==> src/rtl/are_pkg.sv <==
// Package: types, constants and codes of the adaptive range encoder.
package are_pkg;

   localparam int NUM_CONTEXTS_DEF = 4;
   localparam int MAX_SYMBOLS_DEF  = 256;

   localparam int COUNT_W = 17;
   localparam int TOTAL_W = 18;
   localparam int CSR_W   = 17;

   localparam logic [COUNT_W-1:0] COUNT_MAX   = '1;
   localparam logic [TOTAL_W-1:0] TOTAL_MAX   = '1;
   localparam logic [TOTAL_W-1:0] TOTAL_RESET = 18'd256;
   localparam logic [31:0]        RANGE_TOP   = 32'h0100_0000;
   localparam logic [8:0]         TOP_FF      = 9'h0FF;
   localparam logic [2:0]         NORM_SHIFTS = 3'd4;
   localparam logic [2:0]         FLUSH_SHIFTS = 3'd5;

   localparam logic [1:0] OP_ENCODE = 2'd0;
   localparam logic [1:0] OP_INIT   = 2'd1;
   localparam logic [1:0] OP_FLUSH  = 2'd2;

   localparam logic [1:0] REG_SYMBOLS_IN_USE  = 2'd0;
   localparam logic [1:0] REG_COUNT_INCREMENT = 2'd1;
   localparam logic [1:0] REG_RESCALE_LIMIT   = 2'd2;

   typedef struct packed {
      logic [1:0] operation;
      logic [1:0] context_req;
      logic [7:0] symbol;
   } req_type;

   typedef struct packed {
      logic [7:0]  out_byte;
      logic [31:0] fill_count;
      logic        fill_is_zero;
      logic        last;
   } rsp_type;

   typedef struct packed {
      logic load;
      logic clear_step;
      logic init_step;
      logic init_done;
      logic sum_issue;
      logic div_start;
      logic div_step;
      logic mul1;
      logic mul2;
      logic rng;
      logic flush_add;
      logic shift;
      logic push_last;
      logic upd;
      logic rsc_issue;
      logic rsc_total;
   } cmd_type;

   typedef struct packed {
      logic [1:0] req_op;
      logic       req_ctx_ok;
      logic [1:0] op;
      logic       clear_done;
      logic       idx_at_sym;
      logic       idx_at_max;
      logic       idx_at_nlast;
      logic       div_done;
      logic       shift_more;
      logic       emits;
      logic       hold_valid;
      logic       out_free;
      logic       need_rescale;
   } sts_type;

endpackage

==> src/rtl/are_ctrl.sv <==
// Controller: sequences the clearing pass and every step of one transaction.
module are_ctrl
   import are_pkg::*;
(
   input  logic    clock,
   input  logic    reset,
   input  logic    req_valid,
   output logic    req_ready,
   input  sts_type sts,
   output cmd_type cmd
);

   localparam logic [4:0] S_CLEAR = 5'd0;
   localparam logic [4:0] S_IDLE  = 5'd1;
   localparam logic [4:0] S_INIT  = 5'd2;
   localparam logic [4:0] S_SUM   = 5'd3;
   localparam logic [4:0] S_SUMW  = 5'd4;
   localparam logic [4:0] S_DIV   = 5'd5;
   localparam logic [4:0] S_MUL1  = 5'd6;
   localparam logic [4:0] S_MUL2  = 5'd7;
   localparam logic [4:0] S_RNG   = 5'd8;
   localparam logic [4:0] S_FLUSH = 5'd9;
   localparam logic [4:0] S_NORM  = 5'd10;
   localparam logic [4:0] S_FIN   = 5'd11;
   localparam logic [4:0] S_UPD   = 5'd12;
   localparam logic [4:0] S_CHK   = 5'd13;
   localparam logic [4:0] S_RSC   = 5'd14;
   localparam logic [4:0] S_RSCW  = 5'd15;
   localparam logic [4:0] S_RSCT  = 5'd16;

   logic [4:0] state_ff;
   logic [4:0] state_in;

   assign req_ready = (state_ff == S_IDLE);

   always_comb begin
      cmd      = '0;
      state_in = state_ff;
      case (state_ff)
         S_CLEAR: begin
            cmd.clear_step = 1'b1;
            if (sts.clear_done) state_in = S_IDLE;
         end
         S_IDLE: begin
            if (req_valid) begin
               cmd.load = 1'b1;
               if (sts.req_ctx_ok) begin
                  case (sts.req_op)
                     OP_ENCODE: state_in = S_SUM;
                     OP_INIT:   state_in = S_INIT;
                     OP_FLUSH:  state_in = S_FLUSH;
                     default:   state_in = S_IDLE;
                  endcase
               end
            end
         end
         S_INIT: begin
            cmd.init_step = 1'b1;
            if (sts.idx_at_max) begin
               cmd.init_done = 1'b1;
               state_in      = S_IDLE;
            end
         end
         S_SUM: begin
            cmd.sum_issue = 1'b1;
            if (sts.idx_at_sym) state_in = S_SUMW;
         end
         S_SUMW: begin
            cmd.div_start = 1'b1;
            state_in      = S_DIV;
         end
         S_DIV: begin
            cmd.div_step = 1'b1;
            if (sts.div_done) state_in = S_MUL1;
         end
         S_MUL1: begin
            cmd.mul1 = 1'b1;
            state_in = S_MUL2;
         end
         S_MUL2: begin
            cmd.mul2 = 1'b1;
            state_in = S_RNG;
         end
         S_RNG: begin
            cmd.rng  = 1'b1;
            state_in = S_NORM;
         end
         S_FLUSH: begin
            cmd.flush_add = 1'b1;
            state_in      = S_NORM;
         end
         S_NORM: begin
            if (!sts.shift_more) begin
               state_in = S_FIN;
            end else if (!(sts.emits && sts.hold_valid && !sts.out_free)) begin
               cmd.shift = 1'b1;
            end
         end
         S_FIN: begin
            if (!sts.hold_valid || sts.out_free) begin
               cmd.push_last = sts.hold_valid;
               state_in      = (sts.op == OP_ENCODE) ? S_UPD : S_IDLE;
            end
         end
         S_UPD: begin
            cmd.upd  = 1'b1;
            state_in = S_CHK;
         end
         S_CHK: begin
            state_in = sts.need_rescale ? S_RSC : S_IDLE;
         end
         S_RSC: begin
            cmd.rsc_issue = 1'b1;
            if (sts.idx_at_nlast) state_in = S_RSCW;
         end
         S_RSCW: begin
            state_in = S_RSCT;
         end
         S_RSCT: begin
            cmd.rsc_total = 1'b1;
            state_in      = S_IDLE;
         end
         default: state_in = S_IDLE;
      endcase
   end

   always_ff @(posedge clock) begin
      if (reset) begin
         state_ff <= S_CLEAR;
      end else begin
         state_ff <= state_in;
      end
   end

endmodule

==> config.mk <==
export PLATFORM = sky130hd
export DESIGN_NAME = are_ctrl
export DESIGN_NICKNAME = d
export VERILOG_FILES = /design/src/rtl/are_pkg.sv /design/src/rtl/are_ctrl.sv
export SDC_FILE = /design/constraint.sdc
export NUM_CORES = 1
export LEC_CHECK = 0
export BUFFER_PORTS_ARGS = -buffer_cell sky130_fd_sc_hd__buf_2
export CAP_MARGIN = 15
export CORE_MARGIN = 2
export CORE_UTILIZATION = 48
export DETAILED_ROUTE_END_ITERATION = 12
export PLACE_DENSITY = 0.83
export SYNTH_ARGS = -nofsm -noshare
export SYNTH_HDL_FRONTEND = slang
export SYNTH_SLANG_ARGS = --single-unit
export TNS_END_PERCENT = 20
==> constraint.sdc <==
create_clock -name clock -period 3.45 [get_ports clock]
set_input_delay 0.1725 -clock clock [delete_from_list [all_inputs] [get_ports clock]]
set_output_delay 0.1725 -clock clock [all_outputs]
set_load 0.1 [all_outputs]
Word-level counts from Yosys, hierarchy flattened:

Cells that the tools add are included.

* input port bits: 18
* output and inout port bits: 17
* register bits: 5
* logic and storage cells: 71

* eq/ne operators: 27
* reductions and logical operators: 10
* multiplexer cells: 33

Operators by type and width (count)
* case mux 5 bit (15 select lines): 1
* two-way mux 5 bit: 9
* equality test 5 x 4 -> 1 bit, second input constant: 8
* equality test 5 x 3 -> 1 bit, second input constant: 4
* two-way mux 1 bit: 19
* != test 2 bit, second input constant: 8
* case mux 4 bit (3 select lines): 1
* equality test 5 x 2 -> 1 bit, second input constant: 2
* AND reduction 9 bit: 1
* two-way mux 4 bit: 2
* equality test 5 x 1 -> 1 bit, second input constant: 1
* equality test 5 bit, second input constant: 1
* logical NOT 5 bit: 1
* logical NOT 2 bit: 2
* equality test 2 x 1 -> 1 bit, second input constant: 1
* equality test 2 bit, second input constant: 1
* logical AND 1 bit: 2
* logical NOT 1 bit: 2
* two-way mux 2 bit: 1
* != test 2 x 1 -> 1 bit, second input constant: 1
* OR reduction 2 bit: 1
* logical OR 1 bit: 1

Logic depth before layout (Yosys ltp):

Gate-level depths: netlist of the first run.

* depth in word-level cells: 5
* mapped depth: 7
* depth with buffers taken out: 5

Least setup slack after synthesis of the first run:

OpenSTA, ideal clock, no wires.

* path kind: register to output
* from: reg state_ff[4]
* to: out cmd[12] in the netlist's numbering
* arrival time: 3.848 ns
* data required time: 3.277 ns
* cell stages (with the launch flop): 5
* buffers on the path: 1
* setup slack: -0.571 ns
* cell sequence: dfxtp_1 -> buf_6 -> or3b_4 -> nor3_1 -> and2_1

RTL lines
* start: declaration: line are_ctrl.sv:31 `logic [4:0] state_ff;`
* start signal: assignment: line are_ctrl.sv:131 `state_ff <= state_in;`
* end: declaration: line are_ctrl.sv:10 `output cmd_type cmd`

==> impl_metrics.prom, run 1 <==
# TYPE chip_impl_metric gauge
chip_impl_info{name="status",value="completed"} 1
chip_impl_info{name="cp_top_family",value="simple AND/OR/NAND/NOR gates"} 1
chip_impl_metric{name="post_synth.cell_area_avg",unit="sq um"} 7.38
chip_impl_metric{name="post-dp-hpwl",unit="mm"} 1.47
chip_impl_metric{name="ant_nets",unit=""} 0
chip_impl_metric{name="synth_xor_area_share",unit="%"} 1.22
chip_impl_metric{name="dieWidth",unit="um"} 42.6
chip_impl_info{name="tritoncts",value="built"} 1
chip_impl_metric{name="maxCapViolations",unit=""} 0
chip_impl_metric{name="synth-seq-cells",unit=""} 5
chip_impl_metric{name="largest_reg_flops",unit=""} 5
chip_impl_metric{name="synth-edff-count",unit=""} 0
chip_impl_metric{name="period_share",unit="%"} 71.2
chip_impl_metric{name="fillers",unit=""} 134
chip_impl_metric{name="cts_hold_buffers",unit=""} 0
chip_impl_metric{name="number_of_sinks_on_the_clock_net",unit=""} 5
chip_impl_info{name="registers.top_by_ff_count",value="state_ff"} 1
chip_impl_metric{name="dpl_cell_area",unit="sq um"} 857
chip_impl_metric{name="grt_pass1_wl",unit="mm"} 3.36
chip_impl_metric{name="worst_slew_pin_slew",unit="ns"} 0.723
chip_impl_metric{name="rr_worst_depth",unit=""} 5
chip_impl_metric{name="num_antenna_cells",unit=""} 0
chip_impl_metric{name="synth-compound-area-share",unit="%"} 26.2
chip_impl_info{name="kind_of_start_point_of_the_critical_path",value="flip-flop"} 1
chip_impl_metric{name="place.gp.congestion",unit=""} 0.938
chip_impl_metric{name="timing.reg2reg.setup_slack",unit="ns"} 1.35
chip_impl_metric{name="utilization",unit="%"} 65.4
chip_impl_metric{name="synth_nets",unit=""} 115
chip_impl_info{name="ys.flop_type",value="sky130_fd_sc_hd__dfxtp_1"} 1
chip_impl_info{name="final_common_cell",value="sky130_fd_sc_hd__buf_2"} 1
chip_impl_metric{name="hold_path_depth",unit=""} 2
chip_impl_metric{name="pwr_density_cell",unit="mW/mm^2"} 635
chip_impl_metric{name="post_synth_instance_area",unit="sq um"} 716
chip_impl_metric{name="yosysSeqAreaShare",unit="%"} 14.0
chip_impl_info{name="critical_path_class",value="flip-flop to output pin"} 1
chip_impl_metric{name="worstSkewPairLatency",unit="ns"} 0.25
chip_impl_metric{name="pre_cts_slack",unit="ns"} 1.29
chip_impl_metric{name="number_of_remaining_drc_errors",unit=""} 0
chip_impl_metric{name="asyncSetResetFlopFracSynth",unit="%"} 0
chip_impl_metric{name="slew_viol_final",unit=""} 0
chip_impl_metric{name="vdd_ir_drop_max",unit="V"} 0.000442
chip_impl_metric{name="critPathBufInv",unit=""} 1
chip_impl_info{name="reg2reg_from",value="state_ff[0]$_SDFFE_PP0P_"} 1
chip_impl_metric{name="yosys_warning_count",unit=""} 0
chip_impl_info{name="cp-end-kind",value="output pin"} 1
chip_impl_info{name="layout_common_cells",value="34 x sky130_fd_sc_hd__buf_2, 11 x sky130_fd_sc_hd__nor2_1, 6 x sky130_fd_sc_hd__nor3_1, 6 x sky130_fd_sc_hd__nand2b_1"} 1
chip_impl_info{name="min-delay-start",value="reset"} 1
chip_impl_metric{name="synth.area.mux_share",unit="%"} 0
chip_impl_metric{name="die_height",unit="um"} 42.6
chip_impl_metric{name="drt_first_pass_iters",unit=""} 4
chip_impl_metric{name="wl_per_instance",unit="um"} 13.8
chip_impl_metric{name="dieArea",unit="sq mm"} 0.00182
chip_impl_metric{name="clock_tree.htree_level_count",unit=""} 1
chip_impl_metric{name="design_power_total",unit="uW"} 561
chip_impl_metric{name="first_global_vias",unit=""} 748
chip_impl_info{name="startpoint",value="state_ff[1]$_SDFFE_PP0P_"} 1
chip_impl_metric{name="postCtsSetupRepairBufs",unit=""} 0
chip_impl_metric{name="routed_wl",unit="mm"} 1.96
chip_impl_metric{name="detailedRoute.firstIterationViolations",unit=""} 23
chip_impl_metric{name="worstPathRequired",unit="ns"} 3.28
chip_impl_info{name="biggestRegsByFlops",value="state_ff x5"} 1
chip_impl_info{name="cts-root-buf",value="sky130_fd_sc_hd__clkbuf_4"} 1
chip_impl_metric{name="floorplan.initialDensity",unit="%"} 53.0
chip_impl_metric{name="maximum_number_of_pins_on_one_net_before_global_route_repair",unit=""} 27
chip_impl_metric{name="arrival",unit="ns"} 2.28
chip_impl_metric{name="cpPeakStageDelay",unit="ns"} 0.70
chip_impl_metric{name="crit_path_max_fanout",unit=""} 20
chip_impl_metric{name="numPortBuffers",unit=""} 34
chip_impl_info{name="crit_path_cell_trace",value="or3b_4, nor2_2, and3_1, buf_2"} 1
chip_impl_metric{name="final-setup-viol-count",unit=""} 0
chip_impl_metric{name="max_slew_headroom",unit="%"} 51.7
chip_impl_metric{name="postCtsResizedCells",unit=""} 0
chip_impl_metric{name="final_hold_viols",unit=""} 0
chip_impl_metric{name="final_setup_margin",unit="ns"} 0.994
chip_impl_metric{name="grt.overflow.total",unit=""} 0
chip_impl_info{name="worst_r2r_endpoint",value="state_ff[1]$_SDFFE_PP0P_"} 1
chip_impl_metric{name="antenna_found_initial",unit=""} 0
chip_impl_info{name="min_to",value="state_ff[0]$_SDFFE_PP0P_"} 1
chip_impl_metric{name="post-route-cell-area",unit="sq um"} 883
chip_impl_metric{name="yosysUniqueCellTypes",unit=""} 43
chip_impl_info{name="timing.hold.worst.class",value="input pin to flip-flop"} 1
chip_impl_metric{name="gr-usage-all-layers",unit="%"} 24.2
chip_impl_metric{name="timing.clock.skew",unit="ns"} 0.00629
chip_impl_info{name="main_combinational_cell_family_by_area_after_synthesis",value="simple AND/OR/NAND/NOR gates"} 1
chip_impl_metric{name="post_synth_inst_count",unit=""} 97
chip_impl_metric{name="fmax",unit="GHz"} 0.407
chip_impl_metric{name="area_of_the_placeable_core",unit="sq mm"} 0.00135
chip_impl_metric{name="design.final.nets",unit=""} 146
chip_impl_metric{name="area_delta_synth_final",unit="%"} 23.4
chip_impl_metric{name="route.vias.total",unit=""} 866
chip_impl_metric{name="vias_per_cell",unit=""} 6.10
chip_impl_metric{name="layout_min_cycle_time",unit="ns"} 2.46
chip_impl_metric{name="rows",unit=""} 13
chip_impl_metric{name="clock_tree.buffer_depth",unit=""} 2
chip_impl_metric{name="cts-buffers-inserted",unit=""} 3
chip_impl_metric{name="clk_transition_reported_paths",unit="ns"} 0.04
chip_impl_info{name="grt_setup_unrepaired",value="false"} 1
chip_impl_metric{name="power_leakage",unit="nW"} 0.391
chip_impl_metric{name="drive_above_1_share",unit="%"} 36.2
chip_impl_metric{name="io-pin-count",unit=""} 35
chip_impl_metric{name="synth_simple_gate_area_share",unit="%"} 50.2
chip_impl_info{name="cp_slowest_cell",value="sky130_fd_sc_hd__dfxtp_1"} 1
chip_impl_metric{name="synth_adder_area_share",unit="%"} 0
-- worst max-delay path by stage --
stage	to	slack, ns	cells past startpoint
floorplan	cmd[6]	-0.56	3
global placement	cmd[3]	1.34	4
detailed placement	cmd[3]	1.29	4
CTS	cmd[3]	1.01	4
global route	cmd[3]	0.87	4
finish	cmd[3]	0.99	4
-- power by group --
part           internal, mW  switching (mW)
sequential           0.0677          0.0497
combinational         0.110           0.266
clock                0.0438          0.0243
total                 0.221           0.340
-- cells in the mapped netlist, types with 2 or more instances --
master | instances | area share, %
sky130_fd_sc_hd__and2_1 | 2 | 1.7
sky130_fd_sc_hd__nand2_1 | 3 | 1.6
sky130_fd_sc_hd__buf_2 | 6 | 4.2
sky130_fd_sc_hd__or3_1 | 2 | 1.7
sky130_fd_sc_hd__and3_1 | 2 | 1.7
sky130_fd_sc_hd__o21ai_0 | 3 | 2.1
sky130_fd_sc_hd__dfxtp_1 | 5 | 14
sky130_fd_sc_hd__or3b_4 | 2 | 3.1
sky130_fd_sc_hd__or2_1 | 2 | 1.7
sky130_fd_sc_hd__a211oi_1 | 2 | 2.1
sky130_fd_sc_hd__nor3_1 | 7 | 4.9
sky130_fd_sc_hd__nor2b_1 | 4 | 3.5
sky130_fd_sc_hd__nand2b_1 | 6 | 5.2
sky130_fd_sc_hd__a221oi_1 | 3 | 3.7
sky130_fd_sc_hd__a221o_1 | 3 | 4.2
sky130_fd_sc_hd__buf_6 | 2 | 3.1
sky130_fd_sc_hd__nand3b_1 | 3 | 3.1
sky130_fd_sc_hd__a21oi_1 | 5 | 3.5
sky130_fd_sc_hd__nor2_1 | 11 | 5.8
-- metrics by stage --
| step | setup TNS [ns] | hold WS, ns | std cells |
|---|---|---|---|
| 6_report | 0 | 0.146 | 142 |
| 5_1_grt | 0 | 0.165 | 142 |
| 4_1_cts | 0 | 0.143 | 142 |
| 3_5_place_dp | 0 | 0.399 | 138 |
| 3_3_place_gp | 0 | 0.408 | 138 |
| 2_1_floorplan | -0.560 | 0.242 | 97 |
-- cell families (layout without fill, tap and decap cells) --
group | after synthesis | in the layout
flops | 5 | 5
compound gates | 25 | 25
buf+inv | 10 | 40
simple gates | 56 | 56
xor+xnor | 1 | 1
-- routing by layer --
metal	vias to the layer above	GRT usage, %	wire [um]
met5	-	0	0
met4	0	13.1	29
met3	4	3.88	89
met2	30	36.0	955
met1	404	32.9	883
li1	428	-	-
-- area by class of cell --
type / count / area [sq um] / area share (%)
clock buffers: 4 / 26.3 / 2.97
inverters: 2 / 7.51 / 0.850
multi-input cells: 82 / 561 / 63.5
flip-flops and latches: 5 / 100 / 11.3
well taps: 15 / 18.8 / 2.12
repair buffers: 34 / 170 / 19.3
No activity file was read; power rests on OpenSTA's default activity.
==> run 2: changes to the inputs <==
- CORE_UTILIZATION: 48 -> 45
- PLACE_DENSITY: 0.83 -> 0.78
- clock period: 3.45 -> 2.4 ns (I/O delays scaled with it)
==> run 2 against run 1 <==
Compared with the run above:
- clock skew decreased by 0.0010 ns
- sequential power increased by 25%
- critical path depth unchanged
- critical path type unchanged
- global-route usage decreased by 4.8 points
- non-clock buffer count increased by 2
- die area increased by 6.0%
- first-iteration DRC count decreased by 17%
- routed wire length decreased by 3.4%
- setup slack got worse by 0.80 ns
- utilization decreased by 5.0 points
- critical endpoint unchanged
==> impl_metrics.prom, run 2 (synthesis gave the netlist of run 1 again) <==
# TYPE chip_impl_metric gauge
chip_impl_metric{name="worstSkewPairLatency",unit="ns"} 0.23
chip_impl_metric{name="place.gp.congestion",unit=""} 0.861
chip_impl_metric{name="detailedRoute.firstIterationViolations",unit=""} 19
chip_impl_metric{name="area_delta_synth_final",unit="%"} 27.3
chip_impl_metric{name="layout_min_cycle_time",unit="ns"} 2.20
chip_impl_metric{name="clk_transition_reported_paths",unit="ns"} 0.04
chip_impl_info{name="cp-end-kind",value="output pin"} 1
chip_impl_metric{name="postCtsSetupRepairBufs",unit=""} 0
chip_impl_metric{name="final_setup_margin",unit="ns"} 0.197
chip_impl_metric{name="grt.overflow.total",unit=""} 0
chip_impl_metric{name="postCtsResizedCells",unit=""} 0
chip_impl_metric{name="timing.clock.skew",unit="ns"} 0.00524
chip_impl_metric{name="maxCapViolations",unit=""} 0
chip_impl_info{name="timing.hold.worst.class",value="input pin to flip-flop"} 1
chip_impl_info{name="min_to",value="state_ff[0]$_SDFFE_PP0P_"} 1
chip_impl_info{name="crit_path_cell_trace",value="or3b_4, nor2_2, and3_1, buf_2"} 1
chip_impl_info{name="cp_top_family",value="simple AND/OR/NAND/NOR gates"} 1
chip_impl_metric{name="number_of_sinks_on_the_clock_net",unit=""} 5
chip_impl_metric{name="drive_above_1_share",unit="%"} 38.8
chip_impl_metric{name="critPathBufInv",unit=""} 1
chip_impl_metric{name="holdWs",unit="ns"} 0.112
chip_impl_metric{name="number_of_remaining_drc_errors",unit=""} 0
chip_impl_metric{name="largest_reg_flops",unit=""} 5
chip_impl_metric{name="fin_cells",unit=""} 145
chip_impl_metric{name="design.final.nets",unit=""} 148
chip_impl_metric{name="num_antenna_cells",unit=""} 0
chip_impl_info{name="critical_path_class",value="flip-flop to output pin"} 1
chip_impl_metric{name="grt_pass1_wl",unit="mm"} 2.95
chip_impl_info{name="grt_setup_unrepaired",value="false"} 1
chip_impl_metric{name="area_of_the_placeable_core",unit="sq mm"} 0.00151
chip_impl_metric{name="ant_nets",unit=""} 0
chip_impl_metric{name="rr_worst_depth",unit=""} 5
chip_impl_metric{name="die_height",unit="um"} 43.9
chip_impl_metric{name="arrival",unit="ns"} 2.08
chip_impl_metric{name="first_global_vias",unit=""} 703
chip_impl_metric{name="worst_slew_pin_slew",unit="ns"} 0.669
chip_impl_metric{name="wl_per_instance",unit="um"} 13.0
chip_impl_metric{name="floorplan.initialDensity",unit="%"} 47.5
chip_impl_metric{name="hold_path_depth",unit=""} 2
chip_impl_metric{name="numPortBuffers",unit=""} 34
chip_impl_metric{name="power_leakage",unit="nW"} 0.403
chip_impl_info{name="status",value="completed"} 1
chip_impl_info{name="biggestRegsByFlops",value="state_ff x5"} 1
chip_impl_metric{name="period_share",unit="%"} 91.8
chip_impl_metric{name="io-pin-count",unit=""} 35
chip_impl_metric{name="crit_path_max_fanout",unit=""} 13
chip_impl_metric{name="fillers",unit=""} 155
chip_impl_info{name="cp_slowest_cell",value="sky130_fd_sc_hd__dfxtp_1"} 1
chip_impl_metric{name="routed_wl",unit="mm"} 1.89
chip_impl_metric{name="pwr_density_cell",unit="mW/mm^2"} 899
chip_impl_metric{name="vias_per_cell",unit=""} 5.85
chip_impl_metric{name="worstPathRequired",unit="ns"} 2.28
chip_impl_metric{name="cts_hold_buffers",unit=""} 0
chip_impl_info{name="layout_common_cells",value="34 x sky130_fd_sc_hd__buf_2, 11 x sky130_fd_sc_hd__nor2_1, 6 x sky130_fd_sc_hd__nor3_1, 6 x sky130_fd_sc_hd__nand2b_1"} 1
chip_impl_metric{name="finalSetupTns",unit="ns"} 0
chip_impl_info{name="worst_r2r_endpoint",value="state_ff[0]$_SDFFE_PP0P_"} 1
chip_impl_metric{name="maximum_number_of_pins_on_one_net_before_global_route_repair",unit=""} 24
chip_impl_info{name="kind_of_start_point_of_the_critical_path",value="flip-flop"} 1
chip_impl_metric{name="fmax",unit="GHz"} 0.454
chip_impl_info{name="reg2reg_from",value="state_ff[3]$_SDFFE_PP0P_"} 1
chip_impl_metric{name="dieArea",unit="sq mm"} 0.00193
chip_impl_metric{name="clock_tree.buffer_depth",unit=""} 2
chip_impl_metric{name="post-dp-hpwl",unit="mm"} 1.47
chip_impl_metric{name="rows",unit=""} 14
chip_impl_info{name="min-delay-start",value="reset"} 1
chip_impl_info{name="cts-root-buf",value="sky130_fd_sc_hd__clkbuf_4"} 1
chip_impl_metric{name="antenna_found_initial",unit=""} 0
chip_impl_metric{name="cpPeakStageDelay",unit="ns"} 0.54
chip_impl_metric{name="gr-usage-all-layers",unit="%"} 19.4
chip_impl_metric{name="vdd_ir_drop_max",unit="V"} 0.000654
chip_impl_metric{name="utilization",unit="%"} 60.5
chip_impl_metric{name="cts-buffers-inserted",unit=""} 3
chip_impl_metric{name="clock_tree.htree_level_count",unit=""} 1
chip_impl_metric{name="final-setup-viol-count",unit=""} 0
chip_impl_metric{name="pre_cts_slack",unit="ns"} 0.456
chip_impl_metric{name="max_slew_headroom",unit="%"} 55.4
chip_impl_info{name="tritoncts",value="built"} 1
chip_impl_metric{name="dieWidth",unit="um"} 43.9
chip_impl_metric{name="slew_viol_final",unit=""} 0
chip_impl_metric{name="timing.reg2reg.setup_slack",unit="ns"} 0.43
chip_impl_metric{name="drt_first_pass_iters",unit=""} 4
chip_impl_info{name="registers.top_by_ff_count",value="state_ff"} 1
chip_impl_metric{name="total_instance_count_after_detailed_placement",unit=""} 141
chip_impl_metric{name="route.vias.total",unit=""} 848
chip_impl_metric{name="final_hold_viols",unit=""} 0
chip_impl_info{name="final_common_cell",value="sky130_fd_sc_hd__buf_2"} 1
## run 2: changes by cell type in the layout (fill, tap and decap cells not counted)
cell | before | now
sky130_fd_sc_hd__a211oi_1 | 2 | 1
sky130_fd_sc_hd__nor4b_2 | 0 | 1
sky130_fd_sc_hd__buf_4 | 0 | 2
sky130_fd_sc_hd__a211oi_2 | 0 | 1
sky130_fd_sc_hd__nor4b_1 | 1 | 0
## run 2: per-stage QoR
stage / cell area, sq um / power, mW
after floorplan: 732 / 0.638
after global placement: 885 / 0.718
after detailed placement: 885 / 0.724
after CTS: 911 / 0.821
after global routing: 911 / 0.869
final: 911 / 0.819
## run 2: worst max-delay path by stage
stage / start / endpoint / slack [ns] / depth (start not counted)
2_1_floorplan: state_ff[1]$_SDFFE_PP0P_ / cmd[8] / -0.65 / 5
3_3_place_gp: state_ff[3]$_SDFFE_PP0P_ / state_ff[0]$_SDFFE_PP0P_ / 0.49 / 5
3_5_place_dp: state_ff[1]$_SDFFE_PP0P_ / cmd[3] / 0.46 / 4
4_1_cts: state_ff[1]$_SDFFE_PP0P_ / cmd[3] / 0.20 / 4
5_1_grt: state_ff[1]$_SDFFE_PP0P_ / cmd[3] / 0.12 / 4
6_report: state_ff[1]$_SDFFE_PP0P_ / cmd[3] / 0.20 / 4
## run 2: cell type report
class,count,area (sq um),share of cell area (%)
Sequential cell,5,100,11.0
Tap cell,16,20.0,2.20
Inverter,2,7.51,0.824
Clock buffer,4,26.3,2.88
Timing Repair Buffer,36,185,20.3
Multi-Input combinational cell,82,572,62.8
## run 2: routing by layer
metal	wire length [um]	share of wire (%)	up-vias	GRT usage, %
li1	-	-	432	-
met1	861	46	372	26.8
met2	862	46	42	32.6
met3	156	8.2	2	2.50
met4	10	0.53	0	3.03
met5	0	0	-	0
## run 2: where the power goes
group          switching (mW)  internal (mW)  total (mW)
combinational           0.411          0.171       0.581
clock                  0.0290         0.0625      0.0915
sequential             0.0487         0.0974       0.146
total                   0.488          0.331       0.819
==> run 3: changes to the inputs <==
--- a/config.mk
+++ b/config.mk
@@ -9,7 +9,7 @@
 export CAP_MARGIN = 15
 export CORE_MARGIN = 2
-export CORE_UTILIZATION = 45
+export CORE_UTILIZATION = 48
 export DETAILED_ROUTE_END_ITERATION = 12
-export PLACE_DENSITY = 0.78
+export PLACE_DENSITY = 0.88
 export SYNTH_ARGS = -nofsm -noshare
 export SYNTH_HDL_FRONTEND = slang
==> constraint.sdc (replaced) <==
create_clock -name clock -period 2.6 [get_ports clock]
set_input_delay 0.52 -clock clock [delete_from_list [all_inputs] [get_ports clock]]
set_output_delay 0.52 -clock clock [all_outputs]
set_load 0.1 [all_outputs]
==> run 3 against run 2 <==
Compared with the run above:
- routed wire length increased by 13%
- sequential share of layout area decreased by 0.50 points
- critical path depth decreased by 1
- via count increased by 2.0%
- setup slack got worse by 0.042 ns
- clock skew decreased by 0.0037 ns
- global-route usage increased by 7.0 points
- non-clock buffer count unchanged
- die area decreased by 5.7%
- utilization increased by 10 points
==> impl_metrics.prom, run 3 (synthesis gave the netlist of run 1 again) <==
# TYPE chip_impl_metric gauge
chip_impl_metric{name="io-pin-count",unit=""} 35
chip_impl_metric{name="slew_viol_final",unit=""} 0
chip_impl_metric{name="post-route-cell-area",unit="sq um"} 955
chip_impl_metric{name="wl_per_instance",unit="um"} 14.8
chip_impl_metric{name="route.vias.total",unit=""} 865
chip_impl_metric{name="pwr_density_cell",unit="mW/mm^2"} 825
chip_impl_metric{name="area_delta_synth_final",unit="%"} 33.4
chip_impl_info{name="critical_path_class",value="flip-flop to output pin"} 1
chip_impl_info{name="timing.hold.worst.class",value="input pin to flip-flop"} 1
chip_impl_metric{name="place.gp.congestion",unit=""} 0.914
chip_impl_metric{name="gr-usage-all-layers",unit="%"} 26.4
chip_impl_metric{name="post-dp-hpwl",unit="mm"} 1.68
chip_impl_metric{name="clk_transition_reported_paths",unit="ns"} 0.04
chip_impl_info{name="tritoncts",value="built"} 1
chip_impl_metric{name="finalSetupTns",unit="ns"} 0
chip_impl_metric{name="dieWidth",unit="um"} 42.6
chip_impl_metric{name="floorplan.initialDensity",unit="%"} 53.0
chip_impl_metric{name="dieArea",unit="sq mm"} 0.00182
chip_impl_metric{name="maximum_number_of_pins_on_one_net_before_global_route_repair",unit=""} 24
chip_impl_info{name="kind_of_start_point_of_the_critical_path",value="flip-flop"} 1
chip_impl_metric{name="rows",unit=""} 13
chip_impl_metric{name="die_height",unit="um"} 42.6
chip_impl_metric{name="final_hold_viols",unit=""} 0
chip_impl_info{name="status",value="completed"} 1
chip_impl_metric{name="drive_above_1_share",unit="%"} 38.8
chip_impl_metric{name="maxCapViolations",unit=""} 0
chip_impl_metric{name="layout_min_cycle_time",unit="ns"} 2.45
chip_impl_metric{name="max_slew_headroom",unit="%"} 49.0
chip_impl_info{name="grt_setup_unrepaired",value="false"} 1
chip_impl_metric{name="final-setup-viol-count",unit=""} 0
chip_impl_metric{name="cts_hold_buffers",unit=""} 0
chip_impl_metric{name="postCtsSetupRepairBufs",unit=""} 0
chip_impl_metric{name="fin_cells",unit=""} 144
chip_impl_metric{name="grt.overflow.total",unit=""} 0
chip_impl_metric{name="power_frac_clock",unit="%"} 11.1
chip_impl_metric{name="detailedRoute.firstIterationViolations",unit=""} 17
chip_impl_metric{name="timing.clock.skew",unit="ns"} 0.00153
chip_impl_metric{name="worstPathRequired",unit="ns"} 2.08
chip_impl_metric{name="power_leakage",unit="nW"} 0.412
chip_impl_metric{name="period_share",unit="%"} 94.0
chip_impl_metric{name="dpl_cell_area",unit="sq um"} 928
chip_impl_metric{name="area_of_the_placeable_core",unit="sq mm"} 0.00135
chip_impl_metric{name="drt_first_pass_iters",unit=""} 4
chip_impl_info{name="final_common_cell",value="sky130_fd_sc_hd__buf_2"} 1
chip_impl_metric{name="number_of_sinks_on_the_clock_net",unit=""} 5
chip_impl_metric{name="vias_per_cell",unit=""} 6.01
chip_impl_metric{name="total_instance_count_after_detailed_placement",unit=""} 140
chip_impl_metric{name="number_of_remaining_drc_errors",unit=""} 0
chip_impl_metric{name="numPortBuffers",unit=""} 34
chip_impl_metric{name="crit_path_max_fanout",unit=""} 23
chip_impl_metric{name="worstSkewPairLatency",unit="ns"} 0.24
chip_impl_metric{name="final_setup_margin",unit="ns"} 0.155
chip_impl_metric{name="routed_wl",unit="mm"} 2.14
chip_impl_metric{name="clock_tree.buffer_depth",unit=""} 2
chip_impl_metric{name="cts-buffers-inserted",unit=""} 3
chip_impl_info{name="registers.top_by_ff_count",value="state_ff"} 1
chip_impl_metric{name="largest_reg_flops",unit=""} 5
chip_impl_metric{name="design.final.nets",unit=""} 148
chip_impl_metric{name="fmax",unit="GHz"} 0.409
chip_impl_info{name="biggestRegsByFlops",value="state_ff x5"} 1
chip_impl_metric{name="internal_power",unit="uW"} 323
chip_impl_metric{name="power.combinational.fraction",unit="%"} 74.5
chip_impl_metric{name="switching_power",unit="uW"} 464
chip_impl_info{name="cp-end-kind",value="output pin"} 1
chip_impl_metric{name="postCtsResizedCells",unit=""} 0
chip_impl_metric{name="grt_pass1_wl",unit="mm"} 3.62
chip_impl_metric{name="ant_nets",unit=""} 0
chip_impl_metric{name="pre_cts_slack",unit="ns"} 0.442
chip_impl_metric{name="num_antenna_cells",unit=""} 0
chip_impl_info{name="cts-root-buf",value="sky130_fd_sc_hd__clkbuf_4"} 1
chip_impl_metric{name="vdd_ir_drop_max",unit="V"} 0.000453
chip_impl_metric{name="p_sw_share",unit="%"} 58.9
chip_impl_metric{name="first_global_vias",unit=""} 789
chip_impl_metric{name="worst_slew_pin_slew",unit="ns"} 0.745
chip_impl_metric{name="arrival",unit="ns"} 1.93
chip_impl_metric{name="design_power_total",unit="uW"} 787
chip_impl_info{name="layout_common_cells",value="31 x sky130_fd_sc_hd__buf_2, 11 x sky130_fd_sc_hd__nor2_1, 6 x sky130_fd_sc_hd__nor3_1, 6 x sky130_fd_sc_hd__nand2b_1"} 1
chip_impl_metric{name="clock_tree.htree_level_count",unit=""} 1
chip_impl_metric{name="seq_power_share",unit="%"} 14.4
chip_impl_metric{name="antenna_found_initial",unit=""} 0
-- run 3: cell counts in the layout (fill, tap and decap cells not counted) --
No cell type changed its count.
-- run 3: path summary, 6_finish.rpt --
path / from / end / slack, ns / cells past startpoint
max: state_ff[3]$_SDFFE_PP0P_ / cmd[1] / 0.15 / 3
max reg2reg: state_ff[3]$_SDFFE_PP0P_ / state_ff[1]$_SDFFE_PP0P_ / 0.55 / 5
min: reset / state_ff[0]$_SDFFE_PP0P_ / 0.51 / 2
min reg2reg: state_ff[0]$_SDFFE_PP0P_ / state_ff[0]$_SDFFE_PP0P_ / 0.59 / 2
-- run 3: metrics by stage --
step	util [%]	hold slack, ns
after floorplan	-	0.545
after global placement	68.8	0.579
after detailed placement	68.8	0.584
after CTS	70.7	0.511
after global routing	70.7	0.508
final	70.7	0.514
-- run 3: metal layers --
metal  track usage [%]  wire, um
met5                 0         0
met4              1.88         0
met3              9.05       142
met2              47.7      1100
met1              31.1       898
-- run 3: worst max-delay path: stages, from the launching register on --
cell and delay [ns]:
sky130_fd_sc_hd__dfxtp_1 0.76, sky130_fd_sc_hd__nand3b_1 0.29, sky130_fd_sc_hd__nor3_1 0.18, sky130_fd_sc_hd__buf_2 0.45
-- run 3: area by class of cell --
cell class | count | area [sq um]
tap | 15 | 18.8
fill | 126 | 395
clock buffer | 4 | 26.3
sequential | 5 | 100
inverter | 2 | 7.51
multi-input combinational | 82 | 572
timing repair buffer | 36 | 230
-- run 3: power by group through the flow --
stage / Clock, mW / Combinational, mW / Sequential (mW)
after floorplan: 0 / 0.488 / 0.102
after global placement: 0 / 0.572 / 0.113
after detailed placement: 0 / 0.580 / 0.114
after CTS: 0.0900 / 0.582 / 0.113
after global routing: 0.0980 / 0.627 / 0.118
final: 0.0872 / 0.587 / 0.113
